<file path="config.mk">
export PLATFORM = sky130hd
export DESIGN_NAME = svcs_slew_step
export DESIGN_NICKNAME = d
export VERILOG_FILES = /design/src/rtl/svcs_pkg.sv /design/src/rtl/svcs_slew_step.sv
export SDC_FILE = /design/constraint.sdc
export NUM_CORES = 2
export LEC_CHECK = 0
export CAP_MARGIN = 10
export CELL_PAD_IN_SITES_DETAIL_PLACEMENT = 1
export CELL_PAD_IN_SITES_GLOBAL_PLACEMENT = 2
export CORE_MARGIN = 5
export CORE_UTILIZATION = 44
export DETAILED_ROUTE_END_ITERATION = 10
export DONT_BUFFER_PORTS = 1
export GPL_TIMING_DRIVEN = 0
export PLACE_DENSITY_LB_ADDON = 0.1
export REMOVE_ABC_BUFFERS = 1
export SLEW_MARGIN = 0
export SYNTH_ARGS = -nofsm -noshare
export SYNTH_HDL_FRONTEND = slang
export SYNTH_SLANG_ARGS = --single-unit
</file>
<file path="constraint.sdc">
create_clock -name aclk -period 9.22 [get_ports aclk]
set_clock_uncertainty 0.1 [all_clocks]
set_input_delay 0.461 -clock aclk [delete_from_list [all_inputs] [get_ports aclk]]
set_output_delay 0.461 -clock aclk [all_outputs]
set_load 0.005 [all_outputs]
</file>
<file path="src/rtl/svcs_pkg.sv">
`default_nettype none

package svcs_pkg;

    // Field widths
    localparam int AXIS_W   = 16;
    localparam int GAIN_W   = 16;
    localparam int LIMIT_W  = 23;
    localparam int TIME_W   = 32;
    localparam int AXES_W   = 4;
    localparam int CMD_W    = 24;
    localparam int IN_DW    = 72;
    localparam int OUT_DW   = 48;

    // Configuration port
    localparam int CFG_AW   = 5;
    localparam int CFG_DW   = 32;

    // Unsigned domain wide enough for any limit, gain product or speed magnitude
    localparam int WORK_W   = 33;
    // |axis| * gain >> 15
    localparam int MAG_W    = 18;
    localparam int AXIS_FRAC = 15;

    // floor(x / 1000) = floor(floor(x / 8) / 125)
    localparam int MS_PER_S   = 1000;
    localparam int DIV_SHIFT  = 3;
    localparam int DIV_ODD    = 125;
    localparam int DIV_ODD_LOG = 7;

    localparam logic OP_SAMPLE = 1'b0;
    localparam logic OP_TICK   = 1'b1;

    localparam logic [AXES_W-1:0] MIN_FWD_AXES  = 4'd1;
    localparam logic [AXES_W-1:0] MIN_TURN_AXES = 4'd3;

    typedef enum logic [2:0] {
        REG_FWD_LIMIT  = 3'd0,
        REG_TURN_LIMIT = 3'd1,
        REG_FWD_ACCEL  = 3'd2,
        REG_TURN_ACCEL = 3'd3,
        REG_DEADZONE   = 3'd4,
        REG_FWD_GAIN   = 3'd5,
        REG_TURN_GAIN  = 3'd6,
        REG_THRESHOLD  = 3'd7
    } svcs_reg_t;

    localparam logic [LIMIT_W-1:0] RST_FWD_LIMIT  = 23'd65536;
    localparam logic [LIMIT_W-1:0] RST_TURN_LIMIT = 23'd327680;
    localparam logic [LIMIT_W-1:0] RST_FWD_ACCEL  = 23'd52429;
    localparam logic [LIMIT_W-1:0] RST_TURN_ACCEL = 23'd131072;
    localparam logic [AXIS_W-1:0]  RST_DEADZONE   = 16'd6554;
    localparam logic [GAIN_W-1:0]  RST_FWD_GAIN   = 16'd21845;
    localparam logic [GAIN_W-1:0]  RST_TURN_GAIN  = 16'd16384;
    localparam logic [LIMIT_W-1:0] RST_THRESHOLD  = 23'd66;

    // Pipeline advance enables, one per stage after the input register
    typedef struct packed {
        logic p2;
        logic p3;
        logic p4;
        logic p5;
    } svcs_adv_t;

endpackage

`default_nettype wire

</file>
<file path="src/rtl/svcs_slew_step.sv">
`default_nettype none

module svcs_slew_step #(
    parameter int SPEED_WIDTH = 24
) (
    input  wire logic                                aclk,
    input  wire svcs_pkg::svcs_adv_t                 adv,
    input  wire logic [svcs_pkg::TIME_W-1:0]         dt,
    input  wire logic [svcs_pkg::LIMIT_W-1:0]        accel,
    output logic      [SPEED_WIDTH-1:0]              step,
    output logic                                     step_zero,
    output logic                                     step_big
);
    import svcs_pkg::*;

    localparam int PROD_W = LIMIT_W + TIME_W;
    // Below the saturation point accel*dt/8 fits Y_W bits
    localparam int Y_W    = SPEED_WIDTH + DIV_ODD_LOG;
    localparam int YL_W   = Y_W / 2;
    localparam int YH_W   = Y_W - YL_W;
    localparam int SH     = Y_W + DIV_ODD_LOG;
    localparam int RW     = SH - 6;
    localparam int PH_W   = YH_W + RW;
    localparam int PL_W   = YL_W + RW;
    localparam int FULL_W = Y_W + RW;
    localparam logic [RW-1:0] RECIP =
        RW'(((64'd1 << SH) + 64'd124) / 64'd125);
    localparam logic [PROD_W-1:0] BIG_LIM = PROD_W'(64'd1000 << SPEED_WIDTH);

    logic [PROD_W-1:0] prod;
    logic [PROD_W-1:0] prod_reg;

    logic [Y_W-1:0]    y;
    logic [PH_W-1:0]   ph;
    logic [PL_W-1:0]   pl;
    logic [PH_W-1:0]   ph_reg;
    logic [PL_W-1:0]   pl_reg;
    logic              zero4_reg;
    logic              big4_reg;

    logic [FULL_W-1:0] full;
    logic [SPEED_WIDTH-1:0] step_reg;
    logic              zero5_reg;
    logic              big5_reg;

    assign prod = accel * dt;

    always_ff @(posedge aclk) begin
        if (adv.p3) begin
            prod_reg <= prod;
        end
    end

    // Reciprocal multiply by 1/125, split in two partial products
    assign y  = prod_reg[DIV_SHIFT +: Y_W];
    assign ph = y[Y_W-1:YL_W] * RECIP;
    assign pl = y[YL_W-1:0] * RECIP;

    always_ff @(posedge aclk) begin
        if (adv.p4) begin
            ph_reg    <= ph;
            pl_reg    <= pl;
            zero4_reg <= (prod_reg == '0);
            big4_reg  <= (prod_reg >= BIG_LIM);
        end
    end

    assign full = (FULL_W'(ph_reg) << YL_W) + FULL_W'(pl_reg);

    always_ff @(posedge aclk) begin
        if (adv.p5) begin
            step_reg  <= full[SH +: SPEED_WIDTH];
            zero5_reg <= zero4_reg;
            big5_reg  <= big4_reg;
        end
    end

    assign step      = step_reg;
    assign step_zero = zero5_reg;
    assign step_big  = big5_reg;

endmodule

`default_nettype wire

</file>
Word level (Yosys, flattened, before mapping)
Cells that the tools add are included.

cells by class
  multipliers = 3
  add/subtract/negate cells = 1
  order comparisons = 1
  reduce and logical (&&, ||, !) cells = 1

operator list
  kind                    number
  $add 62x47->62          1
  $ge 55x34->1 const B    1
  $logic_not 55->1        1
  $mul 23x32->55          1
  $mul 15x29->44 const B  1
  $mul 16x29->44 const B  1

word-level totals
  register bits = 171

Longest topological paths before layout
  depth in word-level cells = 1
  depth in mapped cells = 29
  mapped depth without buffers = 27

Least setup slack after synthesis
No wires, ideal clock.

  kind = input to register
  from = in dt[13] (netlist name)
  to = reg prod_reg[54], data pin
  required time = 8860 ps
  slack = 2223 ps
  arrival time = 6638 ps
  buffers on the path = 2
  cell stages on the path = 25
  cell sequence = clkbuf_1 > nand2_1 > fa_1 > fa_1 > fa_1 > fa_1 > fa_1 > inv_1 > fa_1 > inv_1 > fa_1 > inv_1 > ha_1 > clkbuf_1 > a21o_1 > a221oi_1 > nor2_1 > nor3_1 > o31a_1 > o21a_1 > o211ai_1 > a211oi_1 > nand2_1 > a21oi_1 > xnor2_1

between the ends
  longest elaborated chain between the ends = 1

RTL lines
  item                    line                  text
  start: declaration      svcs_slew_step.sv:8   input wire logic [svcs_pkg::TIME_W-1:0] dt,
  $mul 23x32->55          svcs_slew_step.sv:46  assign prod = accel * dt;
  via prod[54]            svcs_slew_step.sv:30  logic [PROD_W-1:0] prod;
  end signal: assignment  svcs_slew_step.sv:50  prod_reg <= prod;
  end: declaration        svcs_slew_step.sv:31  logic [PROD_W-1:0] prod_reg;

The timed path passes the listed nets, and every way through them passes these cells.
A chain may end at the register's enable or synchronous reset.

Final worst setup path
  from = reg prod_reg[7]
  to = reg pl_reg[45], data pin

between the ends
  longest elaborated chain between the ends = 1

RTL lines
  item                    line                  text
  $mul 15x29->44          svcs_slew_step.sv:57  assign pl = y[YL_W-1:0] * RECIP;
  via pl[45]              svcs_slew_step.sv:35  logic [PL_W-1:0] pl;
  end signal: assignment  svcs_slew_step.sv:62  pl_reg <= pl;
  end: declaration        svcs_slew_step.sv:37  logic [PL_W-1:0] pl_reg;

The timed path passes the listed nets, and every way through them passes these cells.

==> results.ini <==
[die]
fp.dieArea_um2 = 102000
core_area_um2 = 94900
die_height_um = 319
start_util_pct = 44.2
rows = 113
ios = 86
die-width_um = 319

[grt]
grt_max_degree = 58
busiest_layer = met2
grt_pass1_wl_um = 185000
grtUsageTotal_pct = 23.2
grt_use_met3_pct = 1.96
met1_usage_pct = 31.7
globalRouteOverflowTotal = 0
grt_pass1_vias = 31825
antenna_found_initial = 2
grt_use_met2_pct = 40.8

[clocking]
cts.sinks = 156
cts_made_buffers = 17
cts-root-buf = clkbuf_16
post_cts.repair.setup_buffers = 0
clockBufferDepth = 2
cts.htree.levels = 4
cts_tree = done
cts.clk_slew.worst_paths_ns = 0.08
clkLatencyLatePin_ns = 0.47

[place]
dp.cells = 5410
place_area_um2 = 42900
dp_hpwl_um = 92500
port_buffers = 0
gp_congestion = 0.858

[setup_path]
r2r_end = pl_reg[45]
ff2ff_path_depth = 21
crit_required_ns = 9.33
start_kind = register
arrival_ns = 7.88
reg2reg_slack_ns = 1.45
crit_path_end_kind = register
cp_max_fo = 7
worst-setup-path-type = reg -> reg
worstReg2RegStart = prod_reg[7]

[detailed_routing]
ant_nets = 0
via_per_inst = 5.15
drc = 0
first_pass_iters = 5
num_vias = 28078
drtIter0Drc = 1167
wl_per_cell_um = 21.1
wirelength_um = 115000

[layout]
layout-drive-gt1-share_pct = 1.27
final_common_cell = inv_1
final_nets = 5644
largest_reg_flops = 55
layout_common_cells = inv_1, fa_1, ha_1, nand2_1, and2_1
fillCellCount = 10673
syn_to_final_growth_pct = 4.19
diodes = 0
stdcell_count = 5453
fin_area_um2 = 43700

[sta]
period_needed_ns = 7.77
maxSlewViolCount = 0
setup_viol = 0
rsz0062_at_grt = false
final-hold-violation-count = 0
slew_headroom_pct = 39.2
finalSetupTns_ns = 0
worstMarginPinSlew_ns = 0.909
fin_crit_sh_pct = 84.2
timing.fmax_ghz = 0.129

[yosys]
synth_cells = 4301
synth_enable_flop_cells = 156
ys_seq_elements = 156
synth_area_um2 = 41900
syn_area_per_cell_um2 = 9.75
synth_area_leaders = fa_1, ha_1, edfxtp_1
ys_types = 63
synth_flop_cell = edfxtp_1
synthArstFlopShare_pct = 0
synth.yosys.seq_area_share_pct = 11.2
yosys_warnings = 0
yosys.area.top_type_share_pct = 41.0
yosys.area.top_type = fa_1

[hold_path]
hold_depth = 0
min_to = prod_reg[34]
hp-start = adv[2]
hold_class = in -> reg

[job]
max-cap-violations = 0

[outcome]
status = finished clean

## through the flow
step                utilization [%]  hold WS (ns)  setup slack (ns)
finish                         46.1        0.0419              1.45
global route                   46.1        0.0117              1.03
CTS                            46.0       0.00143              1.33
detailed placement             45.3         0.324              1.35
global placement               45.3         0.322              1.45
floorplan                         -         0.300              2.50
## logic make-up after synthesis
| logic type | synth area share [%] |
|---|---|
| AOI/OAI and AO/OA | 5.65 |
| xor gates and xnor gates | 2.88 |
| adders and majority gates | 57.4 |
| buffers and inverters | 10.9 |
| DFF | 11.2 |
| and+or+nand+nor | 12.0 |
## layout make-up
cell class	instances	area [um^2]	share of cell area [%]
well taps	1265	1580	3.62
inverters	1059	3980	9.10
multi-input cells	2930	32700	74.8
repair buffers	11	120	0.275
flip-flops and latches	156	4680	10.7
clock inverters	15	214	0.490
clock buffers	17	425	0.974
## synth_stat cells, types with 6 or more instances
master	n
or3_1	7
o21ai_0	47
o21bai_1	14
nor4_1	6
nor2b_1	17
xor2_1	52
o21a_1	17
a21o_1	77
a31oi_1	19
edfxtp_1	156
xnor2_1	86
or2_2	10
and4_1	7
a211oi_1	7
nand2b_1	10
nand4_1	21
nor2_1	67
fa_1	858
inv_1	1059
and2_1	339
nand3_1	40
a21oi_1	110
clkbuf_1	155
and3_1	14
nand2_1	471
nor3_1	13
ha_1	551
## worst max path at each step
stage                            from           end  slack (ns)  depth (start not counted)
final                     prod_reg[7]    pl_reg[45]        1.45                         21
after global routing      prod_reg[7]    pl_reg[45]        1.03                         21
after CTS                 prod_reg[6]    pl_reg[45]        1.33                         21
after detailed placement  prod_reg[6]    pl_reg[45]        1.35                         21
after global placement          dt[5]  prod_reg[41]        1.45                         25
after floorplan                dt[13]  prod_reg[49]        2.50                         24
## worst max-delay path, stage by stage (launching register included)
cell	delay [ns]
edfxtp_1	0.64
inv_1	0.20
ha_1	0.55
fa_1	0.47
inv_1	0.08
fa_1	0.45
fa_1	0.51
fa_1	0.49
inv_1	0.06
fa_1	0.48
ha_1	0.33
nand3_1	0.08
or3_1	0.40
a21o_1	0.21
a311oi_2	0.42
o221a_1	0.38
o2111ai_1	0.20
a21oi_1	0.21
nor2_1	0.10
o41ai_2	0.54
a21oi_1	0.18
xnor2_1	0.43
## timing repair
action                                 4_1_cts  5_1_grt
endpoints found under the hold margin       58        9
gates resized for setup                      0        0
hold buffers                                10        1
## per-layer routing
layer / up-vias / wire length, um / share of wire [%]
li1: 12820 / - / -
met3: 99 / 3190 / 2.8
met1: 14782 / 52400 / 45
met2: 377 / 57500 / 50
met4: 0 / 2220 / 1.9
met5: - / 0 / 0
Power is left out: the tool's default activity adds up to more than one toggle a clock period on the data nets, which glitch-free logic cannot reach.
