`src/rtl/svcs_pkg.sv`:
```
`default_nettype none

package svcs_pkg;

    // Field widths
    localparam int AXIS_W   = 16;
    localparam int GAIN_W   = 16;
    localparam int LIMIT_W  = 23;
    localparam int TIME_W   = 32;
    localparam int AXES_W   = 4;
    localparam int CMD_W    = 24;
    localparam int IN_DW    = 72;
    localparam int OUT_DW   = 48;

    // Configuration port
    localparam int CFG_AW   = 5;
    localparam int CFG_DW   = 32;

    // Unsigned domain wide enough for any limit, gain product or speed magnitude
    localparam int WORK_W   = 33;
    // |axis| * gain >> 15
    localparam int MAG_W    = 18;
    localparam int AXIS_FRAC = 15;

    // floor(x / 1000) = floor(floor(x / 8) / 125)
    localparam int MS_PER_S   = 1000;
    localparam int DIV_SHIFT  = 3;
    localparam int DIV_ODD    = 125;
    localparam int DIV_ODD_LOG = 7;

    localparam logic OP_SAMPLE = 1'b0;
    localparam logic OP_TICK   = 1'b1;

    localparam logic [AXES_W-1:0] MIN_FWD_AXES  = 4'd1;
    localparam logic [AXES_W-1:0] MIN_TURN_AXES = 4'd3;

    typedef enum logic [2:0] {
        REG_FWD_LIMIT  = 3'd0,
        REG_TURN_LIMIT = 3'd1,
        REG_FWD_ACCEL  = 3'd2,
        REG_TURN_ACCEL = 3'd3,
        REG_DEADZONE   = 3'd4,
        REG_FWD_GAIN   = 3'd5,
        REG_TURN_GAIN  = 3'd6,
        REG_THRESHOLD  = 3'd7
    } svcs_reg_t;

    localparam logic [LIMIT_W-1:0] RST_FWD_LIMIT  = 23'd65536;
    localparam logic [LIMIT_W-1:0] RST_TURN_LIMIT = 23'd327680;
    localparam logic [LIMIT_W-1:0] RST_FWD_ACCEL  = 23'd52429;
    localparam logic [LIMIT_W-1:0] RST_TURN_ACCEL = 23'd131072;
    localparam logic [AXIS_W-1:0]  RST_DEADZONE   = 16'd6554;
    localparam logic [GAIN_W-1:0]  RST_FWD_GAIN   = 16'd21845;
    localparam logic [GAIN_W-1:0]  RST_TURN_GAIN  = 16'd16384;
    localparam logic [LIMIT_W-1:0] RST_THRESHOLD  = 23'd66;

    // Pipeline advance enables, one per stage after the input register
    typedef struct packed {
        logic p2;
        logic p3;
        logic p4;
        logic p5;
    } svcs_adv_t;

endpackage

`default_nettype wire

```
`src/rtl/svcs_axis_target.sv`:
```
`default_nettype none

module svcs_axis_target #(
    parameter int SPEED_WIDTH = 24
) (
    input  wire logic                                   aclk,
    input  wire svcs_pkg::svcs_adv_t                    adv,
    input  wire logic                                   present,
    input  wire logic signed [svcs_pkg::AXIS_W-1:0]     axis,
    input  wire logic        [svcs_pkg::AXIS_W-1:0]     deadzone,
    input  wire logic        [svcs_pkg::GAIN_W-1:0]     gain,
    input  wire logic        [svcs_pkg::LIMIT_W-1:0]    limit,
    output logic signed      [SPEED_WIDTH-1:0]          target
);
    import svcs_pkg::*;

    localparam int AMAG_W = AXIS_W + 1;
    localparam int PROD_W = AMAG_W + GAIN_W;
    localparam logic [WORK_W-1:0] SPEED_MAX = WORK_W'((64'd1 << (SPEED_WIDTH - 1)) - 64'd1);

    logic [AMAG_W-1:0] amag;
    logic [PROD_W-1:0] prod;
    logic              zero_next;

    logic              neg_reg;
    logic              zero_reg;
    logic [PROD_W-1:0] prod_reg;

    logic [MAG_W-1:0]  mag;
    logic [WORK_W-1:0] lim_w;
    logic [WORK_W-1:0] mag_w;
    logic [WORK_W-1:0] res_w;
    logic [WORK_W-1:0] tgt_w;

    logic signed [SPEED_WIDTH-1:0] target_reg;

    assign amag      = axis[AXIS_W-1] ? (AMAG_W'(0) - AMAG_W'(axis)) : AMAG_W'(axis);
    assign zero_next = !present || (amag < {1'b0, deadzone});
    assign prod      = amag * gain;

    always_ff @(posedge aclk) begin
        if (adv.p2) begin
            neg_reg  <= axis[AXIS_W-1];
            zero_reg <= zero_next;
            prod_reg <= prod;
        end
    end

    // Clamp to the smaller of the written limit and the largest speed
    assign mag   = prod_reg[AXIS_FRAC +: MAG_W];
    assign lim_w = (WORK_W'(limit) > SPEED_MAX) ? SPEED_MAX : WORK_W'(limit);
    assign mag_w = WORK_W'(mag);
    assign res_w = (mag_w > lim_w) ? lim_w : mag_w;
    assign tgt_w = zero_reg ? '0 : (neg_reg ? (WORK_W'(0) - res_w) : res_w);

    always_ff @(posedge aclk) begin
        if (adv.p3) begin
            target_reg <= tgt_w[SPEED_WIDTH-1:0];
        end
    end

    assign target = target_reg;

endmodule

`default_nettype wire

```
`config.mk`:
```
export PLATFORM = sky130hd
export DESIGN_NAME = svcs_axis_target
export DESIGN_NICKNAME = d
export VERILOG_FILES = /design/src/rtl/svcs_pkg.sv /design/src/rtl/svcs_axis_target.sv
export SDC_FILE = /design/constraint.sdc
export NUM_CORES = 1
export LEC_CHECK = 0
export BUFFER_PORTS_ARGS = -buffer_cell sky130_fd_sc_hd__buf_2
export CORE_MARGIN = 2
export CORE_UTILIZATION = 50
export DETAILED_ROUTE_END_ITERATION = 7
export HOLD_SLACK_MARGIN = 0.06
export MAX_ROUTING_LAYER = met4
export PLACE_DENSITY = 0.74
export SYNTH_ARGS = -nofsm -noshare
export SYNTH_HDL_FRONTEND = slang
export SYNTH_SLANG_ARGS = --single-unit
```
`constraint.sdc`:
```
create_clock -name aclk -period 21.2 [get_ports aclk]
set_input_delay 2.12 -clock aclk [delete_from_list [all_inputs] [get_ports aclk]]
set_output_delay 2.12 -clock aclk [all_outputs]
set_load 0.05 [all_outputs]
```
## Word-level counts from Yosys, hierarchy flattened

Cells that the tools add are included.

| storage, ports and cells | value |
|---|---|
| register bits after elaboration | 59 |
| bits of input ports | 77 |
| logic and storage cells | 14 |

| cells by class | value |
|---|---|
| magnitude comparators | 2 |
| reduce and logical (&&, ||, !) cells | 2 |
| $mul | 1 |
| add/sub/neg operators | 2 |
| muxes and demuxes | 3 |

Operator list:

| operator | count |
|---|---|
| $mul 17x16->33 | 1 |
| $mux 24 | 1 |
| $sub 1x23->24 const A | 1 |
| $gt 18x23->1 | 1 |
| $mux 23 | 1 |
| $lt 17x16->1 | 1 |
| $mux 17 | 1 |
| $sub 1x16->17 const A | 1 |
| $logic_not 1->1 | 1 |
| $logic_or 1x1->1 | 1 |

## Longest topological paths before layout

Gate-level depths: netlist of run 1.

| logic depth | value |
|---|---|
| depth after elaboration | 4 |
| depth in mapped cells | 30 |

## Worst setup path before layout of run 1

OpenSTA, ideal clock, no wires.

| timing | value |
|---|---|
| path kind | input -> register |
| from | in axis[0] (netlist name) |
| to | reg prod_reg[29] (data pin) |
| data arrival time | 8795 ps |
| stages | 28 |
| setup time | 263 ps |
| required time | 20937 ps |
| slack | 12143 ps |
| buffers on the path | 3 |
| path through | clkbuf_1 > clkbuf_1 > inv_1 > ha_1 > nor2b_1 > nand2_1 > o21ai_0 > xnor2_1 > clkbuf_1 > nand2_1 > fa_1 > fa_1 > fa_1 > fa_1 > inv_1 > fa_1 > inv_1 > fa_1 > inv_1 > ha_1 > a21o_1 > a21oi_1 > o21a_1 > o211ai_2 > a311oi_2 > and2b_1 > a311oi_1 > xnor2_1 |

| on the way | value |
|---|---|
| word-level cells in the longest chain between the ends | 3 |

Ends and longest elaborated chain:

| item | line | text |
|---|---|---|
| start: declaration | svcs_axis_target.sv:9 | `input wire logic signed [svcs_pkg::AXIS_W-1:0] axis,` |
| $sub 1x16->17 | svcs_axis_target.sv:37 | `assign amag = axis[AXIS_W-1] ? (AMAG_W'(0) - AMAG_W'(axis)) : AMAG_W'(axis);` |
| $mux 17 (*) | svcs_axis_target.sv:37 |  |
| $mul 17x16->33 (*) | svcs_axis_target.sv:39 | `assign prod = amag * gain;` |
| via prod[29] | svcs_axis_target.sv:22 | `logic [PROD_W-1:0] prod;` |
| end signal: assignment | svcs_axis_target.sv:45 | `prod_reg <= prod;` |
| end: declaration | svcs_axis_target.sv:27 | `logic [PROD_W-1:0] prod_reg;` |

The timed path passes the listed nets; every way through them passes the cells marked *.
A chain may end at the register's enable or synchronous reset.

## Worst setup path after layout of run 1

Same ends and word-level chain as after synthesis.

==> results of run 1 <==
==> path summary, 6_finish.rpt <==
check                 end         start  cells after the start  slack (ns)
max          prod_reg[29]       axis[0]                     26       11.84
min             target[0]  prod_reg[15]                      2        0.72
max reg2reg    target[14]  prod_reg[19]                     15       16.80
min reg2reg     target[0]  prod_reg[15]                      2        0.72
==> Yosys cell counts (4+ instances only) <==
| master | n | area [µm²] |
|---|---|---|
| xnor2_1 | 39 | 342 |
| and2_1 | 97 | 607 |
| nor4_1 | 5 | 31.3 |
| a21o_1 | 19 | 143 |
| nor2_1 | 31 | 116 |
| o21ai_0 | 23 | 115 |
| fa_1 | 207 | 4140 |
| inv_1 | 262 | 983 |
| clkbuf_1 | 37 | 139 |
| o21a_1 | 6 | 45.0 |
| nand3_1 | 11 | 55.1 |
| ha_1 | 137 | 1710 |
| or3_1 | 4 | 25.0 |
| xor2_1 | 17 | 149 |
| o31ai_1 | 15 | 113 |
| nor2b_1 | 5 | 31.3 |
| and2b_1 | 6 | 45.0 |
| edfxtp_1 | 44 | 1320 |
| nand4_1 | 6 | 37.5 |
| nand2_1 | 178 | 668 |
| a211oi_1 | 13 | 97.6 |
| or4_4 | 4 | 45.0 |
| a21oi_1 | 34 | 170 |
| nor3_1 | 14 | 70.1 |
==> cell type report <==
class | instances | area (µm²)
repair buffers | 114 | 611
flip-flops and latches | 44 | 1320
multi-input cells | 941 | 9310
well taps | 319 | 399
clock buffers | 5 | 125
clock inverters | 3 | 46.3
fillers | 2141 | 10500
inverters | 263 | 987
==> metal layers <==
layer | up-vias | track usage | wire length (µm)
li1 | 4186 | - | -
met1 | 4437 | 0.306 | 11700
met2 | 258 | 0.392 | 13100
met3 | 52 | 0.0218 | 1360
met4 | 0 | 0.0723 | 633
met5 | - | - | 0
==> worst max-delay path: stages <==
cell and delay, ns:
buf_2 0.32, inv_1 0.08, ha_1 0.21, nand2b_1 0.16, xnor2_1 0.81, buf_4 0.31, and2_1 0.16, fa_1 0.42
inv_1 0.09, fa_1 0.39, inv_1 0.07, ha_1 0.14, inv_1 0.05, fa_1 0.56, fa_1 0.46, fa_1 0.56
inv_1 0.04, ha_1 0.30, a21oi_1 0.19, a21boi_0 0.11, o2bb2ai_1 0.36, o211ai_2 0.27, a311oi_2 0.45, and2b_1 0.28
a311oi_1 0.31, xnor2_1 0.12
==> cell families after synthesis <==
logic type                 Yosys count
AOI/OAI and AO/OA                  140
buffers and inverters              306
DFF                                 44
and+or+nand+nor                    383
xor gates and xnor gates            56
adders and majority gates          344
other                                2
muxes                                2
==> through the flow <==
step / worst slack, ns / util / instances / cell area [µm²]
finish: 11.84 / 0.550 / 1689 / 12800
global route: 11.37 / 0.550 / 1689 / 12800
CTS: 11.91 / 0.550 / 1689 / 12800
detailed placement: 11.64 / 0.543 / 1681 / 12600
global placement: 11.73 / 0.543 / 1681 / 12600
floorplan: 12.14 / - / 1291 / 11800
==> flow_summary_export.csv, run 1 <==
group,metric,value,unit
run_status,status,"complete, no violations",
die,io_pins,101,
clock_tree,clk_pin_slew,0.06,ns
sta,worst_slew_pin_slew,1.03,ns
logic_synthesis,avgSynthCellArea,9.20,µm²
logic_synthesis,synth_edf_count,44,
cells_and_area,layout.nets,1790,
routing,dr.first_iter.drc_count,393,
logic_synthesis,synth-simple-area-share,0.162,
die,rows,56,
routing,drc_errors,0,
cells_and_area,mostFrequentLayoutCells,"262 x inv_1, 207 x fa_1, 178 x nand2_1",
cells_and_area,largest_reg_flops,24,
setup_path,critPathKind,"in -> reg",
logic_synthesis,yosys.area_share.adder,0.499,
logic_synthesis,synthMuxAreaShare,0.00170,
routing,wirelength,26800,µm
setup_path,start_kind,"input pin",
routing,vias_per_cell,5.29,
logic_synthesis,synth_top_flop_cell,"edfxtp_1",
setup_path,cp.arrival,9.38,ns
setup_path,cp_max_fo,19,
sta,hold_viol,0,
place,gp_congestion,0.863,
routing,dr.pass1.iters,5,
cells_and_area,area_growth,8.91,%
sta,fin_crit_sh,0.441,
die,core,23300,µm²
setup_path,cp.required,21.22,ns
logic_synthesis,async_flop_share,0,
clock_tree,clock-sinks,44,
sta,setup_tns,0,ns
logic_synthesis,synth_top_family_by_area,"adder cells",
sta,finalSetupViolCount,0,
logic_synthesis,synth_xor_area_frac,0.0417,
clock_tree,cts_tree,"yes",
cells_and_area,final_common_cell,"inv_1",
sta,max_freq,107,MHz
grt,grt_max_degree,28,
logic_synthesis,synth_area,11800,µm²
place,post-dp-hpwl,21400,µm
worst_hold_path,min_path_type,"reg -> reg",
run,drv_cap,0,
logic_synthesis,seq_area_frac_synth,0.112,
clock_tree,htree_levels,2,
logic_synthesis,synth_warnings,0,
routing,ant_nets,0,
clock_tree,cts.path.max_buffers,2,
grt,antenna_found_initial,2,
die,die_y,157,µm
clock_tree,post_cts_buffers,0,
sta,slew_headroom,0.310,
logic_synthesis,synth_seq_cells,44,
clock_tree,root_buffer,"clkbuf_16",
clock_tree,clk_latency,0.28,ns
routing,wl_per_cell,15.8,µm
grt,grt_usage,0.235,
cells_and_area,n_antenna_cell,0,
logic_synthesis,synthCells,1277,
place,io_buffers,98,
setup_path,crit_path_end_kind,"register",
sta,report.final.slew_viol_count,0,
grt,grt_pass1_vias,9333,
die,start_util,0.505,
logic_synthesis,synth_compound_area_frac,0.0822,
grt,grt_pass1_wl,44900,µm
clock_tree,numCtsBuffers,5,
grt,overflow,0,
sta,rsz0062_at_grt,"false",
logic_synthesis,synth_cell_type_count,63,
clock_tree,hold_buffers,0,
routing,vias,8933,
die,die_w,157,µm
clock_tree,ctsResizeCount,0,
sta,min_period,9.36,ns
die,dieArea,24700,µm²
cells_and_area,drive_gt1_frac,0.102,
sta,fin_skew,0.00537,ns
sta,whs,0.721,ns
Power of run 1 is not shown: default switching activity piles up to over one toggle a cycle in this logic, so the estimate is an artifact.
==> inputs of run 2 (changes only) <==
--- a/config.mk
+++ b/config.mk
@@ -5,13 +5,14 @@
 export SDC_FILE = /design/constraint.sdc
 export NUM_CORES = 1
 export LEC_CHECK = 0
+export ABC_AREA = 1
 export BUFFER_PORTS_ARGS = -buffer_cell sky130_fd_sc_hd__buf_2
 export CORE_MARGIN = 2
 export CORE_UTILIZATION = 50
 export DETAILED_ROUTE_END_ITERATION = 7
 export HOLD_SLACK_MARGIN = 0.06
 export MAX_ROUTING_LAYER = met4
-export PLACE_DENSITY = 0.74
+export PLACE_DENSITY = 0.76
 export SYNTH_ARGS = -nofsm -noshare
 export SYNTH_HDL_FRONTEND = slang
 export SYNTH_SLANG_ARGS = --single-unit
==> constraint.sdc (replaced) <==
create_clock -name aclk -period 8.1 [get_ports aclk]
set_input_delay 0.81 -clock aclk [delete_from_list [all_inputs] [get_ports aclk]]
set_output_delay 0.81 -clock aclk [all_outputs]
set_load 0.05 [all_outputs]
==> flow_summary_export.csv, run 2 <==
group,metric,value,unit
logic_synthesis,synth_edf_count,44,
place,post-dp-hpwl,25600,µm
place,dp_cells,1994,
logic_synthesis,synth.area.top_cells,"fa_1 33%, ha_1 14%, inv_1 11%, nand2_1 11%, edfxtp_1 11%",
logic_synthesis,avgSynthCellArea,7.86,µm²
run_status,status,"aborted with a tool error",
clock_tree,htree_levels,2,
die,die_y,162,µm
die,die_w,162,µm
run_status,lastStage,"detailed routing (5_2_route)",
clock_tree,post_cts_buffers,0,
die,io_pins,101,
grt,grt_usage,0.242,
clock_tree,hold_buffers,0,
logic_synthesis,synth_seq_cells,44,
logic_synthesis,synth_area,12400,µm²
logic_synthesis,synth_cell_type_count,53,
logic_synthesis,synth_top_area_cell,"fa_1",
logic_synthesis,async_flop_share,0,
grt,grt_max_degree,32,
grt,grt_pass1_vias,10619,
clock_tree,cts.path.max_buffers,2,
place,gp_congestion,0.955,
logic_synthesis,seq_area_frac_synth,0.106,
die,rows,57,
logic_synthesis,synthTopCellsByCount,"361 x inv_1, 355 x nand2_1, 207 x fa_1",
clock_tree,numCtsBuffers,5,
die,start_util,0.509,
logic_synthesis,synth_top_area_frac,0.334,
grt,overflow,0,
place,dpl_cell_area,13300,µm²
grt,grt_pass1_wl,49300,µm
logic_synthesis,synth_most_common_cell,"inv_1",
clock_tree,ctsResizeCount,0,
logic_synthesis,synth_top_flop_cell,"edfxtp_1",
grt,antenna_found_initial,0,
clock_tree,root_buffer,"clkbuf_16",
place,io_buffers,98,
logic_synthesis,synth_warnings,0,
logic_synthesis,synthCells,1580,
run_status,tool.error,"[ERROR DRT-0255] Maze Route cannot find path of net aclk in worker of routeBox ( 144900 96600 ) ( 161645 144900 ).",
clock_tree,clock-sinks,44,
run 2: cell types whose count changed after synthesis, moves of 29 or more:
cell     change
nand3_1     +29
and2_1      -96
xnor2_1     -34
a21oi_1     +31
nor2_1     +127
inv_1       +99
nand2_1    +177
run 2: per-layer routing:
layer,track usage
met3,0.0375
met5,-
met1,0.294
met4,0.0748
met2,0.416
run 2: cell families after synthesis:
kind of cell / share of synthesized area
fa+ha+maj: 0.471
compound gates: 0.0587
simple gates: 0.224
flops: 0.106
other cells: 0.000604
xor+xnor: 0.0112
buf+inv: 0.127
run 2: stage by stage:
step / util / setup slack, ns
global route: 0.552 / 0.134
CTS: 0.552 / 0.706
detailed placement: 0.546 / 0.390
global placement: 0.546 / 0.462
floorplan: - / 0.972
==> inputs of run 3 (changes only) <==
--- a/config.mk
+++ b/config.mk
@@ -8,11 +8,9 @@
 export ABC_AREA = 1
 export BUFFER_PORTS_ARGS = -buffer_cell sky130_fd_sc_hd__buf_2
 export CORE_MARGIN = 2
-export CORE_UTILIZATION = 50
+export CORE_UTILIZATION = 35
 export DETAILED_ROUTE_END_ITERATION = 7
-export HOLD_SLACK_MARGIN = 0.06
-export MAX_ROUTING_LAYER = met4
-export PLACE_DENSITY = 0.76
+export PLACE_DENSITY_LB_ADDON = 0.15
 export SYNTH_ARGS = -nofsm -noshare
 export SYNTH_HDL_FRONTEND = slang
 export SYNTH_SLANG_ARGS = --single-unit
==> constraint.sdc (replaced) <==
create_clock -name aclk -period 10.5 [get_ports aclk]
set_input_delay 1.05 -clock aclk [delete_from_list [all_inputs] [get_ports aclk]]
set_output_delay 1.05 -clock aclk [all_outputs]
set_load 0.05 [all_outputs]
==> flow_summary_export.csv, run 3 <==
group,metric,value,unit
cells_and_area,multiInputGateArea,9570,µm²
routing,top_layer,"met4",
logic_synthesis,synth_seq_cells,44,
logic_synthesis,synth_warnings,0,
die,io_pins,101,
die,die_y,192,µm
logic_synthesis,seq_area_frac_synth,0.106,
setup_path,cp.required,10.53,ns
run,drv_cap,0,
clock_tree,numCtsBuffers,5,
routing,dr_wl_met2,15300,µm
routing,dr.pass1.iters,4,
clock_tree,root_buffer,"clkbuf_16",
logic_synthesis,async_flop_share,0,
place,gp_congestion,0.841,
logic_synthesis,synth_top_area_cell,"fa_1",
setup_path,cp_max_fo,17,
die,start_util,0.353,
setup_path,max_stage_delay,0.56,ns
logic_synthesis,avgSynthCellArea,7.86,µm²
clock_tree,clock-sinks,44,
place,io_buffers,98,
sta,hold_viol,0,
clock_tree,cts.path.max_buffers,2,
clock_tree,clk_pin_slew,0.07,ns
place,dpl_worst_slack,1.90,ns
grt,grt_max_degree,32,
routing,drc_errors,0,
logic_synthesis,synth_top_area_frac,0.334,
sta,fin_crit_sh,0.785,
logic_synthesis,synth_edf_count,44,
die,die_w,192,µm
worst_hold_path,min_path_type,"reg -> reg",
cells_and_area,n_antenna_cell,0,
sta,slew_headroom,0.448,
routing,wl_per_cell,15.2,µm
cells_and_area,largest_reg_flops,24,
clock_tree,cts_tree,"yes",
routing,ant_nets,0,
clock_tree,ctsResizeCount,0,
cells_and_area,mostFrequentLayoutCells,"361 x inv_1, 355 x nand2_1, 207 x fa_1",
logic_synthesis,synth_top_flop_cell,"edfxtp_1",
sta,worst_slew_pin_slew,0.828,ns
die,dieArea,37000,µm²
clock_tree,post_cts_buffers,0,
clock_tree,clk_latency,0.29,ns
routing,wirelength,32200,µm
sta,min_period,8.24,ns
cells_and_area,layout.nets,2080,
routing,vias,9877,
logic_synthesis,synth_area,12400,µm²
grt,grt_pass1_vias,10583,
cells_and_area,area_growth,8.86,%
logic_synthesis,synthCells,1580,
routing,vias_per_cell,4.66,
setup_path,critPathKind,"in -> reg",
sta,max_freq,121,MHz
grt,antenna_found_initial,0,
clock_tree,hold_buffers,0,
run_status,status,"complete, no violations",
place,post-dp-hpwl,28100,µm
logic_synthesis,synthTopCellsByCount,"361 x inv_1, 355 x nand2_1, 207 x fa_1",
cells_and_area,drive_gt1_frac,0.102,
setup_path,crit_top_cell,"inv_1",
sta,rsz0062_at_grt,"false",
sta,report.final.slew_viol_count,0,
cells_and_area,fill_cells,3788,
logic_synthesis,synth_most_common_cell,"inv_1",
cells_and_area,regArea,1320,µm²
sta,finalSetupViolCount,0,
routing,wl_met1,15300,µm
grt,grt_usage,0.186,
die,rows,69,
clock_tree,htree_levels,2,
setup_path,crit_path_end_kind,"register",
sta,setup_tns,0,ns
sta,setup_ws,2.26,ns
setup_path,cp.arrival,8.28,ns
logic_synthesis,synth.area.top_cells,"fa_1 33%, ha_1 14%, inv_1 11%, nand2_1 11%, edfxtp_1 11%",
setup_path,cp_slowest_cell,"fa_1",
grt,overflow,0,
routing,dr.first_iter.drc_count,379,
routing,wl_met3,1070,µm
grt,grt_pass1_wl,54300,µm
sta,fin_skew,0.00303,ns
logic_synthesis,synth_cell_type_count,53,
die,core,35200,µm²
setup_path,start_kind,"input pin",
cells_and_area,final_common_cell,"inv_1",
## run 3: cell counts after synthesis
Identical to the previous run, type by type.
## run 3: layout make-up
| cell class | count | area share |
|---|---|---|
| Clock inverter | 3 | 0.00342 |
| Clock buffer | 5 | 0.00925 |
| Timing Repair Buffer | 99 | 0.0368 |
| Tap cell | 461 | 0.0426 |
| Sequential cell | 44 | 0.0977 |
| Multi-Input combinational cell | 1140 | 0.708 |
| Inverter | 369 | 0.102 |
## run 3: stage by stage
step	cell area, µm²	hold slack [ns]	cells	utilization
2_1_floorplan	12500	0.652	1594	-
3_3_place_gp	13400	0.732	2113	0.379
3_5_place_dp	13400	0.756	2113	0.379
4_1_cts	13500	0.772	2121	0.384
5_1_grt	13500	0.823	2121	0.384
6_report	13500	0.764	2121	0.384
## run 3: routing by layer
layer / global-route usage / vias to the layer above
li1: - / 4910
met1: 0.252 / 4759
met2: 0.328 / 178
met3: 0.0153 / 30
met4: 0.0344 / 0
met5: 0 / -
## run 3: path summary, 6_finish.rpt
path / from / to / slack (ns) / depth (start not counted)
setup / recovery: axis[0] / prod_reg[24] / 2.26 / 32
hold reg to reg: prod_reg[16] / target[1] / 0.76 / 4
setup reg to reg: prod_reg[31] / target[16] / 7.23 / 17
hold / removal: prod_reg[16] / target[1] / 0.76 / 4
## run 3: worst max-delay path: cells and delay by family
family                   cells  cell delay [ns]
AND/OR/NAND/NOR              8             1.34
XOR/XNOR                     1             0.16
AO/OA/AOI/OAI                5             0.96
buffers and inverters       10             1.15
adder cells (fa/ha/maj)      8             3.58
## run 3: kinds of logic after synthesis
kind of cell | synth area share
AOI/OAI and AO/OA | 0.0587
buffers and inverters | 0.127
other | 0.000604
adders and majority gates | 0.471
DFF | 0.106
and+or+nand+nor | 0.224
xor gates and xnor gates | 0.0112
Power of run 3 is left out for the same reason.
